$ cat src/hw/rtl/esc_pkg.sv
// ----------------------------------------------------------------------------
// esc_pkg
// Shared constants, types and the month length table for the epoch seconds
// to calendar converter.
// ----------------------------------------------------------------------------
package esc_pkg;

	localparam int SECONDS_BITS = 36;
	localparam int DIGIT_W      = 12;
	localparam int DIGITS       = (SECONDS_BITS + DIGIT_W - 1) / DIGIT_W;
	localparam int DIV_W        = DIGITS * DIGIT_W;
	localparam int CNT_W        = $clog2(DIGITS);
	localparam int REM_W        = 6;
	localparam int PART_W       = REM_W + DIGIT_W;
	localparam int RECIP_W      = 20;
	localparam int PROD_W       = PART_W + RECIP_W;
	localparam int RECIP_SHIFT  = 24;
	localparam int DAYS_W       = SECONDS_BITS - 16;
	localparam int YEAR_W       = 13;

	localparam logic [5:0]         SEC_PER_MIN   = 6'd60;
	localparam logic [5:0]         HOURS_PER_DAY = 6'd24;
	localparam logic [RECIP_W-1:0] RECIP_60      = 20'd279621;
	localparam logic [RECIP_W-1:0] RECIP_24      = 20'd699051;
	localparam logic [YEAR_W-1:0]  EPOCH_YEAR    = YEAR_W'(1970);
	localparam logic [1:0]         EPOCH_MOD4    = 2'd2;
	localparam logic [6:0]         EPOCH_MOD100  = 7'd70;
	localparam logic [8:0]         EPOCH_MOD400  = 9'd370;
	localparam logic [8:0]         DAYS_COMMON   = 9'd365;
	localparam logic [8:0]         DAYS_LEAP     = 9'd366;

	localparam logic [1:0] PH_SEC  = 2'd0;
	localparam logic [1:0] PH_MIN  = 2'd1;
	localparam logic [1:0] PH_HOUR = 2'd2;

	typedef struct packed {
		logic       load;
		logic       div_step;
		logic       div_end;
		logic [1:0] div_phase;
		logic       year_step;
		logic       month_step;
		logic       out_load;
	} cmd_t;

	typedef struct packed {
		logic year_fits;
		logic month_fits;
	} status_t;

	function automatic logic [4:0] month_days(input logic [3:0] month, input logic leap);
		logic [4:0] len;
		case (month)
			4'd0:    len = 5'd31;
			4'd1:    len = leap ? 5'd29 : 5'd28;
			4'd2:    len = 5'd31;
			4'd3:    len = 5'd30;
			4'd4:    len = 5'd31;
			4'd5:    len = 5'd30;
			4'd6:    len = 5'd31;
			4'd7:    len = 5'd31;
			4'd8:    len = 5'd30;
			4'd9:    len = 5'd31;
			4'd10:   len = 5'd30;
			4'd11:   len = 5'd31;
			default: len = 5'd31;
		endcase
		return len;
	endfunction

endpackage

$ cat src/hw/rtl/esc_datapath.sv
// ----------------------------------------------------------------------------
// esc_datapath
// Divider by 60 and 24 that takes twelve bits of the count per cycle through
// a reciprocal multiplication, year and month reduction of the day count with
// running leap counters, and the result register.
// ----------------------------------------------------------------------------
module esc_datapath (
	input  logic                           clk,
	input  esc_pkg::cmd_t                  cmd,
	output esc_pkg::status_t               status,
	input  logic [esc_pkg::SECONDS_BITS-1:0] epoch_seconds,
	output logic [5:0]                     sec_of_minute,
	output logic [5:0]                     min_of_hour,
	output logic [4:0]                     hour_of_day,
	output logic [4:0]                     day_of_month,
	output logic [3:0]                     month_of_year,
	output logic [12:0]                    calendar_year
);

	logic [esc_pkg::DIV_W-1:0]        quo_q;
	logic [5:0]                       rem_q;
	logic [5:0]                       sec_q;
	logic [5:0]                       min_q;
	logic [4:0]                       hour_q;
	logic [esc_pkg::DAYS_W-1:0]       days_q;
	logic [esc_pkg::YEAR_W-1:0]       year_q;
	logic [1:0]                       mod4_q;
	logic [6:0]                       mod100_q;
	logic [8:0]                       mod400_q;
	logic [3:0]                       month_q;

	logic [5:0]                   divisor;
	logic [esc_pkg::RECIP_W-1:0]  recip;
	logic [esc_pkg::PART_W-1:0]   part;
	logic [esc_pkg::PROD_W-1:0]   prod;
	logic [esc_pkg::DIGIT_W-1:0]  qdig;
	logic [5:0]                   rem_next;
	logic                         leap;
	logic [8:0]                   ylen;
	logic [4:0]                   mlen;

	assign divisor  = (cmd.div_phase == esc_pkg::PH_HOUR) ? esc_pkg::HOURS_PER_DAY
		: esc_pkg::SEC_PER_MIN;
	assign recip    = (cmd.div_phase == esc_pkg::PH_HOUR) ? esc_pkg::RECIP_24
		: esc_pkg::RECIP_60;
	assign part     = {rem_q, quo_q[esc_pkg::DIV_W-1 -: esc_pkg::DIGIT_W]};
	assign prod     = esc_pkg::PROD_W'(part) * esc_pkg::PROD_W'(recip);
	assign qdig     = prod[esc_pkg::RECIP_SHIFT +: esc_pkg::DIGIT_W];
	assign rem_next = 6'(part - esc_pkg::PART_W'(qdig) * esc_pkg::PART_W'(divisor));
	assign leap     = ((mod4_q == 2'd0) && (mod100_q != 7'd0)) || (mod400_q == 9'd0);
	assign ylen     = leap ? esc_pkg::DAYS_LEAP : esc_pkg::DAYS_COMMON;
	assign mlen     = esc_pkg::month_days(month_q, leap);

	assign status.year_fits  = days_q < esc_pkg::DAYS_W'(ylen);
	assign status.month_fits = days_q < esc_pkg::DAYS_W'(mlen);

	always_ff @(posedge clk) begin
		if (cmd.load) begin
			quo_q <= esc_pkg::DIV_W'(epoch_seconds);
			rem_q <= 6'd0;
		end else if (cmd.div_step) begin
			quo_q <= {quo_q[esc_pkg::DIV_W-esc_pkg::DIGIT_W-1:0], qdig};
			rem_q <= rem_next;
		end else if (cmd.div_end) begin
			rem_q <= 6'd0;
		end

		if (cmd.div_end) begin
			case (cmd.div_phase)
				esc_pkg::PH_SEC:  sec_q  <= rem_q;
				esc_pkg::PH_MIN:  min_q  <= rem_q;
				esc_pkg::PH_HOUR: begin
					hour_q   <= rem_q[4:0];
					days_q   <= quo_q[esc_pkg::DAYS_W-1:0];
					year_q   <= esc_pkg::EPOCH_YEAR;
					mod4_q   <= esc_pkg::EPOCH_MOD4;
					mod100_q <= esc_pkg::EPOCH_MOD100;
					mod400_q <= esc_pkg::EPOCH_MOD400;
					month_q  <= 4'd0;
				end
				default: ;
			endcase
		end else if (cmd.year_step) begin
			days_q   <= days_q - esc_pkg::DAYS_W'(ylen);
			year_q   <= year_q + 1'b1;
			mod4_q   <= mod4_q + 1'b1;
			mod100_q <= (mod100_q == 7'd99) ? 7'd0 : mod100_q + 1'b1;
			mod400_q <= (mod400_q == 9'd399) ? 9'd0 : mod400_q + 1'b1;
		end else if (cmd.month_step) begin
			days_q  <= days_q - esc_pkg::DAYS_W'(mlen);
			month_q <= month_q + 1'b1;
		end

		if (cmd.out_load) begin
			sec_of_minute <= sec_q;
			min_of_hour   <= min_q;
			hour_of_day   <= hour_q;
			day_of_month  <= 5'(days_q[4:0] + 5'd1);
			month_of_year <= month_q + 4'd1;
			calendar_year <= year_q;
		end
	end

endmodule

$ cat src/hw/rtl/esc_controller.sv
// ----------------------------------------------------------------------------
// esc_controller
// Sequencer for the three divisions, the year loop and the month loop, and
// the handshake state of both channels.
// ----------------------------------------------------------------------------
module esc_controller (
	input  logic             clk,
	input  logic             arst_n,
	input  logic             in_valid,
	output logic             in_stall,
	output logic             out_valid,
	input  logic             out_stall,
	input  esc_pkg::status_t status,
	output esc_pkg::cmd_t    cmd
);

	localparam logic [2:0] ST_IDLE   = 3'd0;
	localparam logic [2:0] ST_DIV    = 3'd1;
	localparam logic [2:0] ST_DIVEND = 3'd2;
	localparam logic [2:0] ST_YEAR   = 3'd3;
	localparam logic [2:0] ST_MONTH  = 3'd4;
	localparam logic [2:0] ST_DONE   = 3'd5;

	logic [2:0]                state_q;
	logic [2:0]                state_d;
	logic [1:0]                phase_q;
	logic [esc_pkg::CNT_W-1:0] cnt_q;
	logic                      out_valid_q;
	logic                      out_free;
	logic                      cnt_last;

	assign in_stall  = state_q != ST_IDLE;
	assign out_valid = out_valid_q;
	assign out_free  = !out_valid_q || !out_stall;
	assign cnt_last  = cnt_q == esc_pkg::CNT_W'(esc_pkg::DIGITS - 1);

	always_comb begin
		cmd            = '0;
		cmd.div_phase  = phase_q;
		state_d        = state_q;
		case (state_q)
			ST_IDLE: begin
				if (in_valid) begin
					cmd.load = 1'b1;
					state_d  = ST_DIV;
				end
			end
			ST_DIV: begin
				cmd.div_step = 1'b1;
				if (cnt_last) begin
					state_d = ST_DIVEND;
				end
			end
			ST_DIVEND: begin
				cmd.div_end = 1'b1;
				state_d     = (phase_q == esc_pkg::PH_HOUR) ? ST_YEAR : ST_DIV;
			end
			ST_YEAR: begin
				if (status.year_fits) begin
					state_d = ST_MONTH;
				end else begin
					cmd.year_step = 1'b1;
				end
			end
			ST_MONTH: begin
				if (status.month_fits) begin
					state_d = ST_DONE;
				end else begin
					cmd.month_step = 1'b1;
				end
			end
			ST_DONE: begin
				if (out_free) begin
					cmd.out_load = 1'b1;
					state_d      = ST_IDLE;
				end
			end
			default: state_d = ST_IDLE;
		endcase
	end

	always_ff @(posedge clk or negedge arst_n) begin
		if (!arst_n) begin
			state_q     <= ST_IDLE;
			phase_q     <= esc_pkg::PH_SEC;
			cnt_q       <= '0;
			out_valid_q <= 1'b0;
		end else begin
			state_q <= state_d;
			if (cmd.load) begin
				phase_q <= esc_pkg::PH_SEC;
			end else if (cmd.div_end) begin
				phase_q <= phase_q + 2'd1;
			end
			if (cmd.div_step) begin
				cnt_q <= cnt_last ? '0 : cnt_q + 1'b1;
			end
			if (cmd.out_load) begin
				out_valid_q <= 1'b1;
			end else if (!out_stall) begin
				out_valid_q <= 1'b0;
			end
		end
	end

	a_accept_then_busy: assert property (@(posedge clk) disable iff (!arst_n)
		in_valid && !in_stall |=> in_stall)
		else $error("input taken but block not busy next cycle");

	a_result_from_done: assert property (@(posedge clk) disable iff (!arst_n)
		$rose(out_valid_q) |-> $past(state_q == ST_DONE))
		else $error("result valid raised outside the done state");

	a_phase_range: assert property (@(posedge clk) disable iff (!arst_n)
		(state_q == ST_DIV) |-> (phase_q != 2'd3))
		else $error("division phase out of range");

	a_year_to_month: assert property (@(posedge clk) disable iff (!arst_n)
		(state_q == ST_YEAR) && status.year_fits |=> (state_q == ST_MONTH))
		else $error("year loop did not hand over to month loop");

endmodule

$ cat src/hw/rtl/epoch_seconds_to_calendar_unit.sv
// ----------------------------------------------------------------------------
// epoch_seconds_to_calendar_unit
// Converts a count of seconds since 1970-01-01 00:00:00 to the Gregorian
// date and time of day.
// ----------------------------------------------------------------------------
// The input channel (in_valid, in_stall, epoch_seconds) takes one item at a
// time; in_stall stays high from acceptance until the result is handed to
// the output register. The output channel (out_valid, out_stall and the six
// result fields) holds one result until it is taken.
// Each of the three divisions by 60, 60 and 24 takes twelve bits of the count
// per cycle and ends with a step that stores its remainder. Then the year
// loop takes off one whole year since 1970 per step until the remaining days
// fit in the current year, the month loop does the same for the months of the
// final year, and the result is loaded into the output register. The unit can
// take the next item in the cycle after the result is loaded.
// A new item may be accepted while the previous result still waits on a
// stalled output. If the receiver stalls, the finished item waits in the
// unit and the input remains stalled until the output register frees.
// Reset clears the sequencer and the output valid flag; no item is held.
// ----------------------------------------------------------------------------
module epoch_seconds_to_calendar_unit (
	input  logic                             clk,
	input  logic                             arst_n,
	input  logic                             in_valid,
	output logic                             in_stall,
	input  logic [esc_pkg::SECONDS_BITS-1:0] epoch_seconds,
	output logic                             out_valid,
	input  logic                             out_stall,
	output logic [5:0]                       sec_of_minute,
	output logic [5:0]                       min_of_hour,
	output logic [4:0]                       hour_of_day,
	output logic [4:0]                       day_of_month,
	output logic [3:0]                       month_of_year,
	output logic [12:0]                      calendar_year
);

	esc_pkg::cmd_t    cmd;
	esc_pkg::status_t status;

	esc_controller u_ctrl (
		.clk       (clk),
		.arst_n    (arst_n),
		.in_valid  (in_valid),
		.in_stall  (in_stall),
		.out_valid (out_valid),
		.out_stall (out_stall),
		.status    (status),
		.cmd       (cmd)
	);

	esc_datapath u_dp (
		.clk           (clk),
		.cmd           (cmd),
		.status        (status),
		.epoch_seconds (epoch_seconds),
		.sec_of_minute (sec_of_minute),
		.min_of_hour   (min_of_hour),
		.hour_of_day   (hour_of_day),
		.day_of_month  (day_of_month),
		.month_of_year (month_of_year),
		.calendar_year (calendar_year)
	);

endmodule

$ cat config.mk
export PLATFORM = sky130hd
export DESIGN_NAME = epoch_seconds_to_calendar_unit
export DESIGN_NICKNAME = d
export VERILOG_FILES = /design/src/hw/rtl/esc_pkg.sv /design/src/hw/rtl/esc_datapath.sv /design/src/hw/rtl/esc_controller.sv /design/src/hw/rtl/epoch_seconds_to_calendar_unit.sv
export SDC_FILE = /design/constraint.sdc
export NUM_CORES = 1
export LEC_CHECK = 0
export ABC_CLOCK_PERIOD_IN_PS = 9600
export BUFFER_PORTS_ARGS = -buffer_cell sky130_fd_sc_hd__buf_2
export CAP_MARGIN = 30
export CORE_MARGIN = 2
export CORE_UTILIZATION = 60
export CTS_BUF_LIST = sky130_fd_sc_hd__clkbuf_4 sky130_fd_sc_hd__clkbuf_8
export CTS_CLUSTER_DIAMETER = 50
export CTS_CLUSTER_SIZE = 25
export DETAILED_ROUTE_END_ITERATION = 12
export PLACE_DENSITY = 0.9
export SLEW_MARGIN = 20
export SYNTH_ARGS = -nofsm -noshare
export SYNTH_HDL_FRONTEND = slang
export SYNTH_HIERARCHICAL = 1
export SYNTH_SLANG_ARGS = --single-unit
export TNS_END_PERCENT = 10
$ cat constraint.sdc
create_clock -name clk -period 9.6 [get_ports clk]
set_input_delay 1.44 -clock clk [delete_from_list [all_inputs] [get_ports clk]]
set_output_delay 1.44 -clock clk [all_outputs]
set_load 0.02 [all_outputs]
# After elaboration in Yosys (flattened, before gate mapping)
# Index checks and enable logic that the tools add are counted.
[totals]
ff_bits = 161
elab_cells = 137
latch_bits = 0
mem_bits_ro = 0
ram_bits = 0
output_inout_bits = 41
n_memories = 0
in_bits = 40
[op_classes]
shift = 0
mul = 2
n_mux = 53
add_sub_neg = 11
bitwise = 0
eq_ne = 23
n_reduce_logical = 25
order_cmp = 2
div = 0
[ops]
columns = ["cell", "count"]
rows = [
  ["2-to-1 mux 20 bit", 5],
  ["2-to-1 mux 36 bit", 2],
  ["2-to-1 mux 13 bit", 3],
  ["multiplier 18 x 20 -> 36 bit", 1],
  ["2-to-1 mux 9 bit", 4],
  ["2-to-1 mux 7 bit", 4],
  ["less-than comparator 20 x 5 -> 1 bit", 1],
  ["less-than comparator 20 x 9 -> 1 bit", 1],
  ["subtractor 20 x 5 -> 20 bit", 1],
  ["subtractor 20 x 9 -> 20 bit", 1],
  ["2-to-1 mux 6 bit", 3],
  ["case mux 3 bit (6 select lines)", 1],
  ["2-to-1 mux 2 bit", 8],
  ["2-to-1 mux 4 bit", 4],
  ["2-to-1 mux 3 bit", 5],
  ["adder 13 x 1 -> 13 bit, second input constant", 1],
  ["2-to-1 mux 1 bit", 13],
  ["multiplier 12 x 6 -> 6 bit", 1],
  ["inequality test 2 x 1 -> 1 bit, second input constant", 5],
  ["case mux 5 bit (2 select lines)", 1],
  ["AND reduction 2 bit", 5],
  ["nonzero test 2 bit", 5],
  ["adder 9 x 1 -> 9 bit, second input constant", 1],
  ["== test 9 bit, second input constant", 1],
  ["27 further kinds", 39],
]

# Logic depth before layout (Yosys ltp)
[depth]
depth_word = 11
ltp_mapped = 38
depth_no_buf = 37

# Cells and area by module
# Netlist, hierarchy kept.
[by_module_without_submodules]
columns = ["module", "area_per_inst_um2", "n_inst", "cells_per_inst", "seq_area_each_um2"]
rows = [
  ["esc_datapath", 12985.0, 1, 1168, 4534.3],
  ["esc_controller", 504.2, 1, 50, 200.2],
]

# Worst setup path after synthesis
# Ideal clock, no wire load.
[synth_timing]
kind = "reg2reg"
from = "register u_ctrl.phase_q[1]"
to = "register u_dp.rem_q[5]"
synth_period_minus_slack_ps = 8450
n_path_buf = 2
arrival_time_ps = 8388
setup_time_ps = 62
setup_slack_ps = 1150
t_required_ps = 9538
stages_incl_launch_ff = 38
cell_sequence = "dfrtp_1 > nor2b_1 > clkbuf_1 > and2_1 > a21o_1 > ha_1 > clkbuf_1 > fa_1 > inv_1 > fa_1 > fa_1 > inv_1 > fa_1 > inv_1 > fa_1 > inv_1 > ha_1 > a21o_1 > (+2 left out) > o41ai_2 > nand2b_1 > o2bb2ai_4 > xor2_1 > inv_1 > ha_1 > ha_1 > ha_1 > ha_1 > inv_1 > ha_1 > a21oi_1 > xnor2_1 > xnor2_1 > xnor2_1 > xnor3_1 > a211o_1 > nand3_1"
[synth_via]
elab_chain_len = 6
word_cells_on_any_way = 7
cone_classes = "1 x add/sub; 2 x mul; 1 x eq/ne; 3 x mux"
[synth_lines]
columns = ["element", "line", "source"]
rows = [
  ["start, declared", "esc_controller.sv:26", "logic [1:0] phase_q;"],
  ["start signal, assigned", "esc_controller.sv:85", "phase_q <= esc_pkg::PH_SEC;"],
  ["start signal, assigned", "esc_controller.sv:91", "phase_q <= esc_pkg::PH_SEC;"],
  ["start signal, assigned", "esc_controller.sv:93", "phase_q <= phase_q + 2'd1;"],
  ["== test 2 bit (*)", "esc_datapath.sv:42, esc_datapath.sv:44", ""],
  ["2-to-1 mux 20 bit", "esc_datapath.sv:44", "assign recip = (cmd.div_phase == esc_pkg::PH_HOUR) ? esc_pkg::RECIP_24"],
  ["multiplier 18 x 20 -> 36 bit", "esc_datapath.sv:47", "assign prod = esc_pkg::PROD_W'(part) * esc_pkg::PROD_W'(recip);"],
  ["multiplier 12 x 6 -> 6 bit (*)", "esc_datapath.sv:49", "assign rem_next = 6'(part - esc_pkg::PART_W'(qdig) * esc_pkg::PART_W'(divisor));"],
  ["subtractor 6 bit (*)", "esc_datapath.sv:49", ""],
  ["2-to-1 mux 6 bit (*)", "esc_datapath.sv:61", "end else if (cmd.div_step) begin"],
  ["end signal, assigned", "esc_datapath.sv:63", "rem_q <= rem_next;"],
  ["end, declared", "esc_datapath.sv:21", "logic [5:0] rem_q;"],
]
# Every way passes the cells marked *; elsewhere a longest branch is shown, timed or not.
# A chain may end at the register's enable or synchronous reset.

# Worst setup path after layout
# Same ends and word-level chain as after synthesis.

==> run metrics <==
status completed; area of the multi-input gates 7792 um2; Ports 81; DIE AREA 23700 um2; maximum clock insertion buffer count 2; synthesized instance count 1218; met3 routed WL 2.136 mm; Clk Latency, worst-skew pair 460 ps; EDFF count, synth 147; GRT Total Usage 0.2785; Tmin final 9210 ps; fraction of layout cells with a size suffix above 1 0.1397; Layout area overhead 9.702%; Initial Utilization 0.6143; critical path type reg -> reg; post-synthesis sequential area ratio 0.3510; worst hold path type reg -> reg; Synth cell types 76; Die X-Extent 153.9 um; top post-synthesis cells by area edfxtp_1 33%, fa_1 20%, ha_1 12%; most frequent cell after synthesis inv_1; slew margin rel. 0.3970; highest routed layer met4; Buffers on Ports 80; GP Congestion 1.033; CP endpoint kind register; skew final 22.10 ps; Worst-Margin Slew 904.6 ps; # hold bufs at CTS 0; Num CTS Buffers 17; RSZ-0062 raised after global routing false; number of remaining DRC errors 0; worst-path cell with the longest stage delay fa_1; largest area contributor in the netlist edfxtp_1; TritonCTS clock tree done; CP most frequent cell ha_1; CTS clk-pin slew, worst paths 100 ps; Pre-antenna DRT Iters 5; fill count 1564; Floorplan Core Area 21960 um2; required time worst endpoint 10010 ps; TNS Setup 0 ps; largest net degree at the start of global routing 79; diode count 0; Mean Syn Cell Area 11.07 um2; Syn. warnings 6; slowest cell delay on critical path 590 ps; GRT overflow 0; post-route antenna net violation count 0; initial antenna violation count 0; HPWL after DPL 25.03 mm; Worst Path Arrival 9620 ps; register area 4735 um2; Final period util 0.9593; hold violation total from the final report 0; f_max 0.1086 GHz; first-pass GRT wire length 50.78 mm; DRT met1 WL 12.99 mm; synthesized area 13490 um2; num rows 54; Vias/cell 5.726; clk sinks 161; routed wl met2 15.00 mm; ys flop type edfxtp_1; asr flop ratio synth 0.04969; Iter 0 DRT Violations 760; maxcap violations 0; Synth top area share 0.3272; CP max FO 20; NumNets Final 1626; critical path launch point type register; Die Height 153.9 um; final wirelength 31.21 mm; Vias 9225; root buffer cell clkbuf_8; number of global-route vias before repair 9705; Yosys reg bits 161; final setup violating endpoints 0; Commonest cells post-synth 253 x inv_1, 147 x edfxtp_1, 136 x fa_1; Routed wire per std cell 19.37 um; Slew Viols, Final 0; H-tree levels 4
-- placed cells by master (no fill, tap or decap), types with 12 or more instances in the layout --
master and n:
nand2_1 63, o21ai_0 41, mux2_2 33, clkbuf_8 17, a21o_1 19, nand3_1 26
nor3_1 12, edfxtp_1 147, fa_1 136, buf_2 80, inv_1 253, nand2b_1 16
nor2_1 55, xnor2_1 37, xor2_1 26, a21oi_1 33, conb_1 23, and2_1 16
ha_1 132
-- cells by family (layout without fill, tap and decap cells) --
group                    count (synthesis)  in the layout  share of synthesized area
AND/OR/NAND/NOR                        256            256                    0.09869
AO/OA/AOI/OAI                          145            145                    0.07124
flip-flops                             161            161                     0.3510
other                                    2             23                  0.0005567
adder cells (fa/ha/maj)                268            268                     0.3243
XOR/XNOR                                65             65                    0.04322
buffers and inverters                  283            375                    0.07940
multiplexers                            38             38                    0.03163
-- final timing paths --
kind,slack (ps),cells after the start,endpoint,from
min reg2reg,430,0,u_dp/hour_of_day[3],u_dp/hour_q[3]
max reg2reg,390,36,u_dp/rem_q[5],u_ctrl/phase_q[1]
max in group asynchronous,8540,1,u_ctrl/phase_q[0],arst_n
min in group asynchronous,830,1,u_ctrl/cnt_q[1],arst_n
max,390,36,u_dp/rem_q[5],u_ctrl/phase_q[1]
min,430,0,u_dp/hour_of_day[3],u_dp/hour_q[3]
-- worst max-delay path: cells and delay by family, from the launching register on --
family,cells,cell delay (ps)
AOI/OAI and AO/OA,8,1720
xor gates and xnor gates,5,920
and+or+nand+nor,4,670
buffers and inverters,7,620
DFF,1,440
adders and majority gates,12,4790
-- area by class of cell --
type                    count  area share
well taps                 280     0.02367
inverters                 254     0.06443
clock buffers              18     0.01632
repair buffers             89     0.03323
flip-flops and latches    161      0.3199
clock inverters            14     0.01581
multi-input cells         795      0.5266
-- per-layer routing --
metal / vias to the layer above / global-route usage
met5: - / 0
met4: 0 / 0.1037
met3: 70 / 0.05271
met2: 395 / 0.4630
met1: 4564 / 0.3672
li1: 4196 / -
-- flip-flops by register name (all words and copies together), names as in the netlist, 3 cells and up --
signal and count:
u_dp/quo_q 36, u_dp/days_q 20, u_dp/calendar_year 13, u_dp/year_q 13
u_dp/mod400_q 9, u_dp/mod100_q 7, u_dp/min_of_hour 6, u_dp/min_q 6
u_dp/rem_q 6, u_dp/sec_of_minute 6, u_dp/sec_q 6, u_dp/day_of_month 5
u_dp/hour_of_day 5, u_dp/hour_q 5, u_dp/month_of_year 4, u_dp/month_q 4
u_ctrl/state_q 3
-- per-stage QoR --
step           area [um2]  utilization  hold slack, ps  std cells  setup WS (ps)
6_report            14800       0.6739           433.4       1611          390.4
5_1_grt             14800       0.6739           432.1       1611          24.69
4_1_cts             14780       0.6729           430.8       1610          384.3
3_5_place_dp        14300       0.6513           405.2       1578          441.1
3_3_place_gp        14270       0.6500           403.2       1577          649.5
2_1_floorplan       13570            -           400.3       1239           1150
-- timing repair --
| action | 4_1_cts | 5_1_grt |
|---|---|---|
| setup endpoints to repair | 0 | 1 |
| gates resized for setup | 0 | 2 |
| setup buffers | 0 | 0 |
Power is not shown: default switching activity piles up to over one toggle a cycle in this logic, so the estimate is an artifact.
